`src/rtl/waypoint_rotate_translate_follower_macros.svh`:
```
// Assertion macros for the waypoint follower.
// Used by the top level only; no other dependencies.
`ifndef WAYPOINT_ROTATE_TRANSLATE_FOLLOWER_MACROS_SVH
`define WAYPOINT_ROTATE_TRANSLATE_FOLLOWER_MACROS_SVH
`define WRTF_ASSERT_IMPL(label, clk, rst, ante, cons, msg) \
   label: assert property (@(posedge clk) disable iff (rst) (ante) |-> (cons)) else $error(msg);
`define WRTF_ASSERT_NEXT(label, clk, rst, ante, cons, msg) \
   label: assert property (@(posedge clk) disable iff (rst) (ante) |=> (cons)) else $error(msg);
`endif

```
`src/rtl/wrtf_pkg.sv`:
```
// Package for the waypoint follower: widths, CORDIC angle table, sequencer states.
// No dependencies.
package wrtf_pkg;
   localparam int MAX_POINTS   = 16;
   localparam int SLOT_W       = $clog2(MAX_POINTS);
   localparam int CORDIC_STEPS = 20;
   localparam int STEP_W       = $clog2(CORDIC_STEPS + 1);
   localparam int CW           = 36;
   localparam int ZW           = 21;
   localparam logic signed [ZW-1:0] HALF_PI = ZW'(102944);

   localparam logic CMD_LOAD = 1'b0;
   localparam logic CMD_POSE = 1'b1;
   localparam logic [1:0] CSR_ANG = 2'd0;
   localparam logic [1:0] CSR_DST = 2'd1;
   localparam logic [1:0] CSR_CNT = 2'd2;

   function automatic logic [16:0] atan_step(input logic [4:0] i);
      logic [16:0] r;
      unique case (i)
         5'd0: r = 17'd51472;  5'd1: r = 17'd30385;  5'd2: r = 17'd16055;
         5'd3: r = 17'd8150;   5'd4: r = 17'd4091;   5'd5: r = 17'd2047;
         5'd6: r = 17'd1024;   5'd7: r = 17'd512;    5'd8: r = 17'd256;
         5'd9: r = 17'd128;    5'd10: r = 17'd64;    5'd11: r = 17'd32;
         5'd12: r = 17'd16;    5'd13: r = 17'd8;     5'd14: r = 17'd4;
         5'd15: r = 17'd2;     5'd16: r = 17'd1;
         default: r = 17'd0;
      endcase
      return r;
   endfunction

   typedef enum logic [6:0] {
      ST_IDLE  = 7'b0000001,
      ST_FETCH = 7'b0000010,
      ST_SETUP = 7'b0000100,
      ST_SQ    = 7'b0001000,
      ST_ITER  = 7'b0010000,
      ST_EVAL  = 7'b0100000,
      ST_OUT   = 7'b1000000
   } state_type;

   typedef struct packed {
      logic start;
      logic signed [32:0] dx;
      logic signed [32:0] dy;
   } meas_ctl_type;

   typedef struct packed {
      logic done;
      logic signed [ZW-1:0] bearing;
      logic [32:0] distance;
   } meas_res_type;
endpackage

```
`src/rtl/wrtf_measure.sv`:
```
// Iterative measurement unit: CORDIC vectoring atan2 and a
// digit-by-digit square root, one step per cycle. Uses wrtf_pkg.
module wrtf_measure import wrtf_pkg::*; (
   input  logic         clock,
   input  logic         reset,
   input  meas_ctl_type ctl,
   output meas_res_type res
);
   logic signed [CW-1:0] x_ff, x_in, y_ff, y_in;
   logic signed [ZW-1:0] z_ff, z_in;
   logic [5:0] cnt_ff, cnt_in;
   logic busy_ff, busy_in, done_ff, done_in;
   logic [65:0] sum_ff, sum_in;
   logic [34:0] rem_ff, rem_in;
   logic [32:0] root_ff, root_in;
   logic [1:0] phase_ff, phase_in;
   logic [32:0] ax, ay;
   logic [65:0] sq;
   logic [34:0] remsh, trial;
   logic [1:0] pair;
   logic signed [CW-1:0] xs, ys;

   always_comb begin
      ax = ctl.dx[32] ? 33'(-ctl.dx) : 33'(ctl.dx);
      ay = ctl.dy[32] ? 33'(-ctl.dy) : 33'(ctl.dy);
      sq = 66'(phase_ff == 2'd0 ? ax : ay) * 66'(phase_ff == 2'd0 ? ax : ay);
      xs = x_ff >>> cnt_ff[4:0];
      ys = y_ff >>> cnt_ff[4:0];
      pair = sum_ff[65:64];
      remsh = {rem_ff[32:0], pair};
      trial = {root_ff[32:0] & 33'h0_FFFF_FFFF, 2'b01};
      x_in = x_ff; y_in = y_ff; z_in = z_ff;
      cnt_in = cnt_ff; busy_in = busy_ff; done_in = 1'b0;
      sum_in = sum_ff; rem_in = rem_ff; root_in = root_ff; phase_in = phase_ff;
      if (ctl.start) begin
         busy_in = 1'b1; cnt_in = '0; phase_in = 2'd0;
         sum_in = '0; rem_in = '0; root_in = '0;
         if (ctl.dx[32] && !ctl.dy[32]) begin
            x_in = CW'(ctl.dy); y_in = -CW'(ctl.dx); z_in = HALF_PI;
         end else if (ctl.dx[32]) begin
            x_in = -CW'(ctl.dy); y_in = CW'(ctl.dx); z_in = -HALF_PI;
         end else begin
            x_in = CW'(ctl.dx); y_in = CW'(ctl.dy); z_in = '0;
         end
         if (ctl.dx == '0 && ctl.dy == '0) y_in = '0;
      end else if (busy_ff) begin
         if (phase_ff != 2'd2) begin
            sum_in = sum_ff + sq;
            phase_in = phase_ff + 2'd1;
         end else begin
            if (cnt_ff < 6'(CORDIC_STEPS)) begin
               if (y_ff > 0) begin
                  x_in = x_ff + ys; y_in = y_ff - xs;
                  z_in = z_ff + ZW'(atan_step(cnt_ff[4:0]));
               end else if (y_ff < 0) begin
                  x_in = x_ff - ys; y_in = y_ff + xs;
                  z_in = z_ff - ZW'(atan_step(cnt_ff[4:0]));
               end
            end
            sum_in = {sum_ff[63:0], 2'b00};
            if (remsh >= trial) begin
               rem_in = remsh - trial; root_in = {root_ff[31:0], 1'b1};
            end else begin
               rem_in = remsh; root_in = {root_ff[31:0], 1'b0};
            end
            cnt_in = cnt_ff + 6'd1;
            if (cnt_ff == 6'd32) begin
               busy_in = 1'b0; done_in = 1'b1;
            end
         end
      end
   end

   always_ff @(posedge clock) begin
      if (reset) begin
         busy_ff <= 1'b0; done_ff <= 1'b0;
      end else begin
         busy_ff <= busy_in; done_ff <= done_in;
      end
      x_ff <= x_in; y_ff <= y_in; z_ff <= z_in; cnt_ff <= cnt_in;
      sum_ff <= sum_in; rem_ff <= rem_in; root_ff <= root_in; phase_ff <= phase_in;
   end

   assign res.done = done_ff;
   assign res.bearing = z_ff;
   assign res.distance = root_ff;
endmodule

```
`config.mk`:
```
export PLATFORM = sky130hd
export DESIGN_NAME = wrtf_measure
export DESIGN_NICKNAME = d
export VERILOG_FILES = /design/src/rtl/waypoint_rotate_translate_follower_macros.svh /design/src/rtl/wrtf_pkg.sv /design/src/rtl/wrtf_measure.sv
export SDC_FILE = /design/constraint.sdc
export NUM_CORES = 2
export LEC_CHECK = 0
export BUFFER_PORTS_ARGS = -buffer_cell sky130_fd_sc_hd__clkbuf_2
export CAP_MARGIN = 5
export CORE_ASPECT_RATIO = 1.75
export CORE_MARGIN = 2
export CORE_UTILIZATION = 67
export DETAILED_ROUTE_END_ITERATION = 16
export PLACE_DENSITY = 0.95
export SLEW_MARGIN = 25
export SYNTH_ARGS = -nofsm -noshare
export SYNTH_HDL_FRONTEND = slang
export SYNTH_SLANG_ARGS = --single-unit
```
`constraint.sdc`:
```
create_clock -name clock -period 12.8 [get_ports clock]
set_clock_uncertainty 0.05 [all_clocks]
set_input_delay 1.92 -clock clock [delete_from_list [all_inputs] [get_ports clock]]
set_output_delay 1.92 -clock clock [all_outputs]
set_load 0.1 [all_outputs]
```
==> flow_summary.ini, run 1 <==
[synth]
post_synth_instance_area_um2 = 58800
synthMuxAreaShare = 0.0608
synth-xor-area-share = 0.0491
yosysSeqAreaShare = 0.101
yosysUniqueCellTypes = 96
synth_cells = 6964
synth_ff_type = dfxtp_1
yosys.area_share.simple = 0.131
synth_compound_area_frac = 0.134
synth_edf_count = 93
yosysWarnings = 0
synth_top_family_by_area = adder cells
avgSynthCellArea_um2 = 8.45
synthAdderAreaFrac = 0.405
synth_fp_nets = 8376
synthArstFlopShare = 0
synth-seq-cells = 251

[die]
rows = 143
io_pins = 124
die_h_um = 396
die_w_um = 228
start_util = 0.676

[global_routing]
grt_pass1_vias = 59900
grt_max_degree = 91
grt_util_all_layers = 0.550
grt.overflow.total = 86
grt_pass1_wl_um = 371000

[place]
place_congestion = 1.10
hpwl_um = 177000
numPortBuffers = 123
place_area_um2 = 60600

[status]
tool.error = [ERROR GRT-0116] Global routing finished with congestion. Check the congestion regions in the DRC Viewer.
status = stopped before the end
lastStage = global routing

[cts]
cts.sinks = 251
clk_path_buf_depth = 3
cts_buffers = 27
clockRootBuffer = clkbuf_16
cts_resized = 0
postCtsHoldBufs = 0
cts_max_level = 1
post_cts.repair.setup_buffers = 0
## synth_stat cells (42+ instances only)
| cell type | n | area share |
|---|---|---|
| xnor2_1 | 194 | 0.029 |
| edfxtp_1 | 93 | 0.047 |
| xor2_1 | 136 | 0.020 |
| nand2b_1 | 47 | 0.0050 |
| nor2_1 | 563 | 0.036 |
| o21ai_0 | 308 | 0.026 |
| o211ai_1 | 62 | 0.0079 |
| mux2i_1 | 123 | 0.021 |
| nand3_1 | 75 | 0.0064 |
| o22ai_1 | 50 | 0.0053 |
| ha_1 | 407 | 0.087 |
| a21oi_1 | 323 | 0.027 |
| buf_1 | 46 | 0.0029 |
| mux4_2 | 86 | 0.033 |
| or3_1 | 55 | 0.0059 |
| o31ai_1 | 42 | 0.0054 |
| dfxtp_1 | 158 | 0.054 |
| nand2_1 | 694 | 0.044 |
| a21o_1 | 104 | 0.013 |
| clkbuf_1 | 235 | 0.015 |
| and3_1 | 43 | 0.0046 |
| inv_1 | 1461 | 0.093 |
| a211oi_1 | 63 | 0.0080 |
| fa_1 | 936 | 0.32 |
| nor3_1 | 66 | 0.0056 |
## routing by layer
layer / GRT overflow / global-route usage
met1: 0 / 0.535
met2: 35 / 0.838
met3: 0 / 0.241
met4: 51 / 0.586
met5: 0 / 0.0302
## kinds of logic after synthesis
group	after synthesis
multiplexers	245
buffers and inverters	1812
AO/OA/AOI/OAI	1243
flip-flops	251
XOR/XNOR	330
adder cells (fa/ha/maj)	1343
AND/OR/NAND/NOR	1740
## metrics by stage
step	worst slack (ps)	cells	util	hold WS, ps
2_1_floorplan	1100	6964	-	395
3_3_place_gp	472	8055	0.697	408
3_5_place_dp	233	8055	0.697	419
4_1_cts	807	8102	0.708	424
==> run 2, diff against run 1 <==
- CORE_ASPECT_RATIO: 1.75 -> default
- CORE_UTILIZATION: 67 -> 40
- PLACE_DENSITY: 0.95 -> default
- PLACE_DENSITY_LB_ADDON: default -> 0.15
==> run 2 against run 1 <==
  * The flow now finishes without violations
  * Synthesized cell count unchanged
  * Synthesized area unchanged
==> flow_summary.ini, run 2 <==
[critical_path]
crit_path_max_incr_delay_ps = 530
crit_path_frequent_cell = fa_1
end_kind = flip-flop
cpMaxStageDelayCell = fa_1
crit_type = primary input to flip-flop
start_kind = primary input
required_ps = 13190
cp_max_fo = 7
worstPathArrival_ps = 12750

[die]
io_pins = 124
rows = 140
dieArea_um2 = 150000
die_w_um = 387
core-area_um2 = 146000
start_util = 0.404
die_h_um = 387

[timing]
worst_pin_slew_ps = 1160
final-hold-violation-count = 0
period_share = 0.965
setup_tns_ps = 0
fmax_mhz = 80.9
slew_headroom = 0.220
min_period_ps = 12360
rsz0062_at_grt = no
slew_violations = 0
setup_viol = 0

[synth]
yosysUniqueCellTypes = 96
avgSynthCellArea_um2 = 8.45
yosysSeqAreaShare = 0.101
synth_ff_type = dfxtp_1
yosysMostFrequentCell = inv_1
yosys-top-cells-count = 1461 x inv_1, 936 x fa_1, 694 x nand2_1
synth_edf_count = 93
yosysWarnings = 0
synth_cells = 6964
synth_top_area_frac = 0.319
synth_fp_nets = 8376
post_synth_instance_area_um2 = 58800
synth_area_leaders = fa_1 32%, inv_1 9.3%, ha_1 8.7%
yosysTopAreaCell = fa_1
synthArstFlopShare = 0
synth-seq-cells = 251

[place]
place_congestion = 0.987
hpwl_um = 172000
numPortBuffers = 123

[route]
wl_per_cell_um = 23.5
drt_wl_total_um = 211000
dr_total_vias = 49500
via_per_inst = 5.53
ant_nets = 0
drc_errors = 0
drt_iter0_drc = 4368
dr.pass1.iters = 6

[cts]
postCtsHoldBufs = 0
clockRootBuffer = clkbuf_16
cts_tree = built
clk_path_buf_depth = 3
cts_max_level = 2
cts_buffers = 37
cts.sinks = 251
clk_pin_slew_ps = 60
clock_latency_ps = 620

[global_routing]
grt_max_degree = 156
grt_pass1_vias = 50400
grt_pass1_wl_um = 319000
grt_util_all_layers = 0.280
antenna_found_initial = 9
grt.overflow.total = 0

[run]
maxCapViolCount = 0

[layout]
reg_top3 = sum_ff (66), x_ff (36), y_ff (36)
syn2layout_area_growth_pct = 8.01
fin_util = 0.436
layout_common_cells = 1460 x inv_1, 936 x fa_1, 693 x nand2_1
n_antenna_cell = 0
nets = 8422
seq_area_um2 = 5970
drive_above_1_share = 0.0858
top_register = sum_ff
fillers = 14700
mostFrequentLayoutCell = inv_1
largest_reg_flops = 66
multi_input_area_um2 = 46000

[status]
status = complete, no violations

[hold_path]
hold_class = flip-flop to flip-flop
run 2: cell counts after synthesis:
Identical to the previous run, type by type.
run 2: final cells by class:
cell class                      count  area share
Clock buffer                       48      0.0165
Multi-Input combinational cell   4901       0.724
Timing Repair Buffer              339      0.0366
Inverter                         1480      0.0874
Clock inverter                     18     0.00347
Sequential cell                   251      0.0940
Tap cell                         1917      0.0378
run 2: logic make-up after synthesis:
logic type                 after synthesis  share of synthesized area
DFF                                    251                      0.101
and+or+nand+nor                       1740                      0.131
AOI/OAI and AO/OA                     1243                      0.134
adders and majority gates             1343                      0.405
xor gates and xnor gates               330                     0.0491
muxes                                  245                     0.0608
buffers and inverters                 1812                      0.119
run 2: critical path, delay by kind of cell:
kind,cells,cell delay (ps)
compound gates,8,1760
fa+ha+maj,9,4340
buf+inv,13,1700
simple gates,11,3000
run 2: final timing paths:
path	from	to	slack, ps	cells after the start
worst min register to register	root_ff[32]	root_ff[32]	410	2
worst max-delay path	ctl[43]	sum_ff[50]	440	41
worst min-delay path	root_ff[32]	root_ff[32]	410	2
worst max register to register	phase_ff[0]	sum_ff[50]	2400	34
run 2: repair_timing:
action                                  4_1_cts  5_1_grt
endpoints found under the setup margin        0        8
buffers inserted                              0        1
hold endpoints to repair                      0        0
gates resized for setup                       0        3
run 2: per-layer routing:
| layer | track usage | vias to the layer above | wire length [µm] |
|---|---|---|---|
| met3 | 0.0604 | 290 | 18500 |
| li1 | - | 22500 | - |
| met2 | 0.429 | 1818 | 92600 |
| met4 | 0.0846 | 12 | 7300 |
| met1 | 0.395 | 24900 | 92300 |
| met5 | 0 | - | 81 |
run 2: per-stage QoR:
step	hold slack [ps]	instances	area, µm²	worst slack, ps
global route	449	8954	63500	82.1
global placement	394	8887	62200	-88.8
CTS	409	8953	63500	493
detailed placement	400	8887	62200	-87.2
floorplan	395	6964	58800	1100
finish	407	8954	63500	443
Power of run 2 is not shown: default switching activity piles up to over one toggle a cycle in this logic, so the estimate is an artifact.
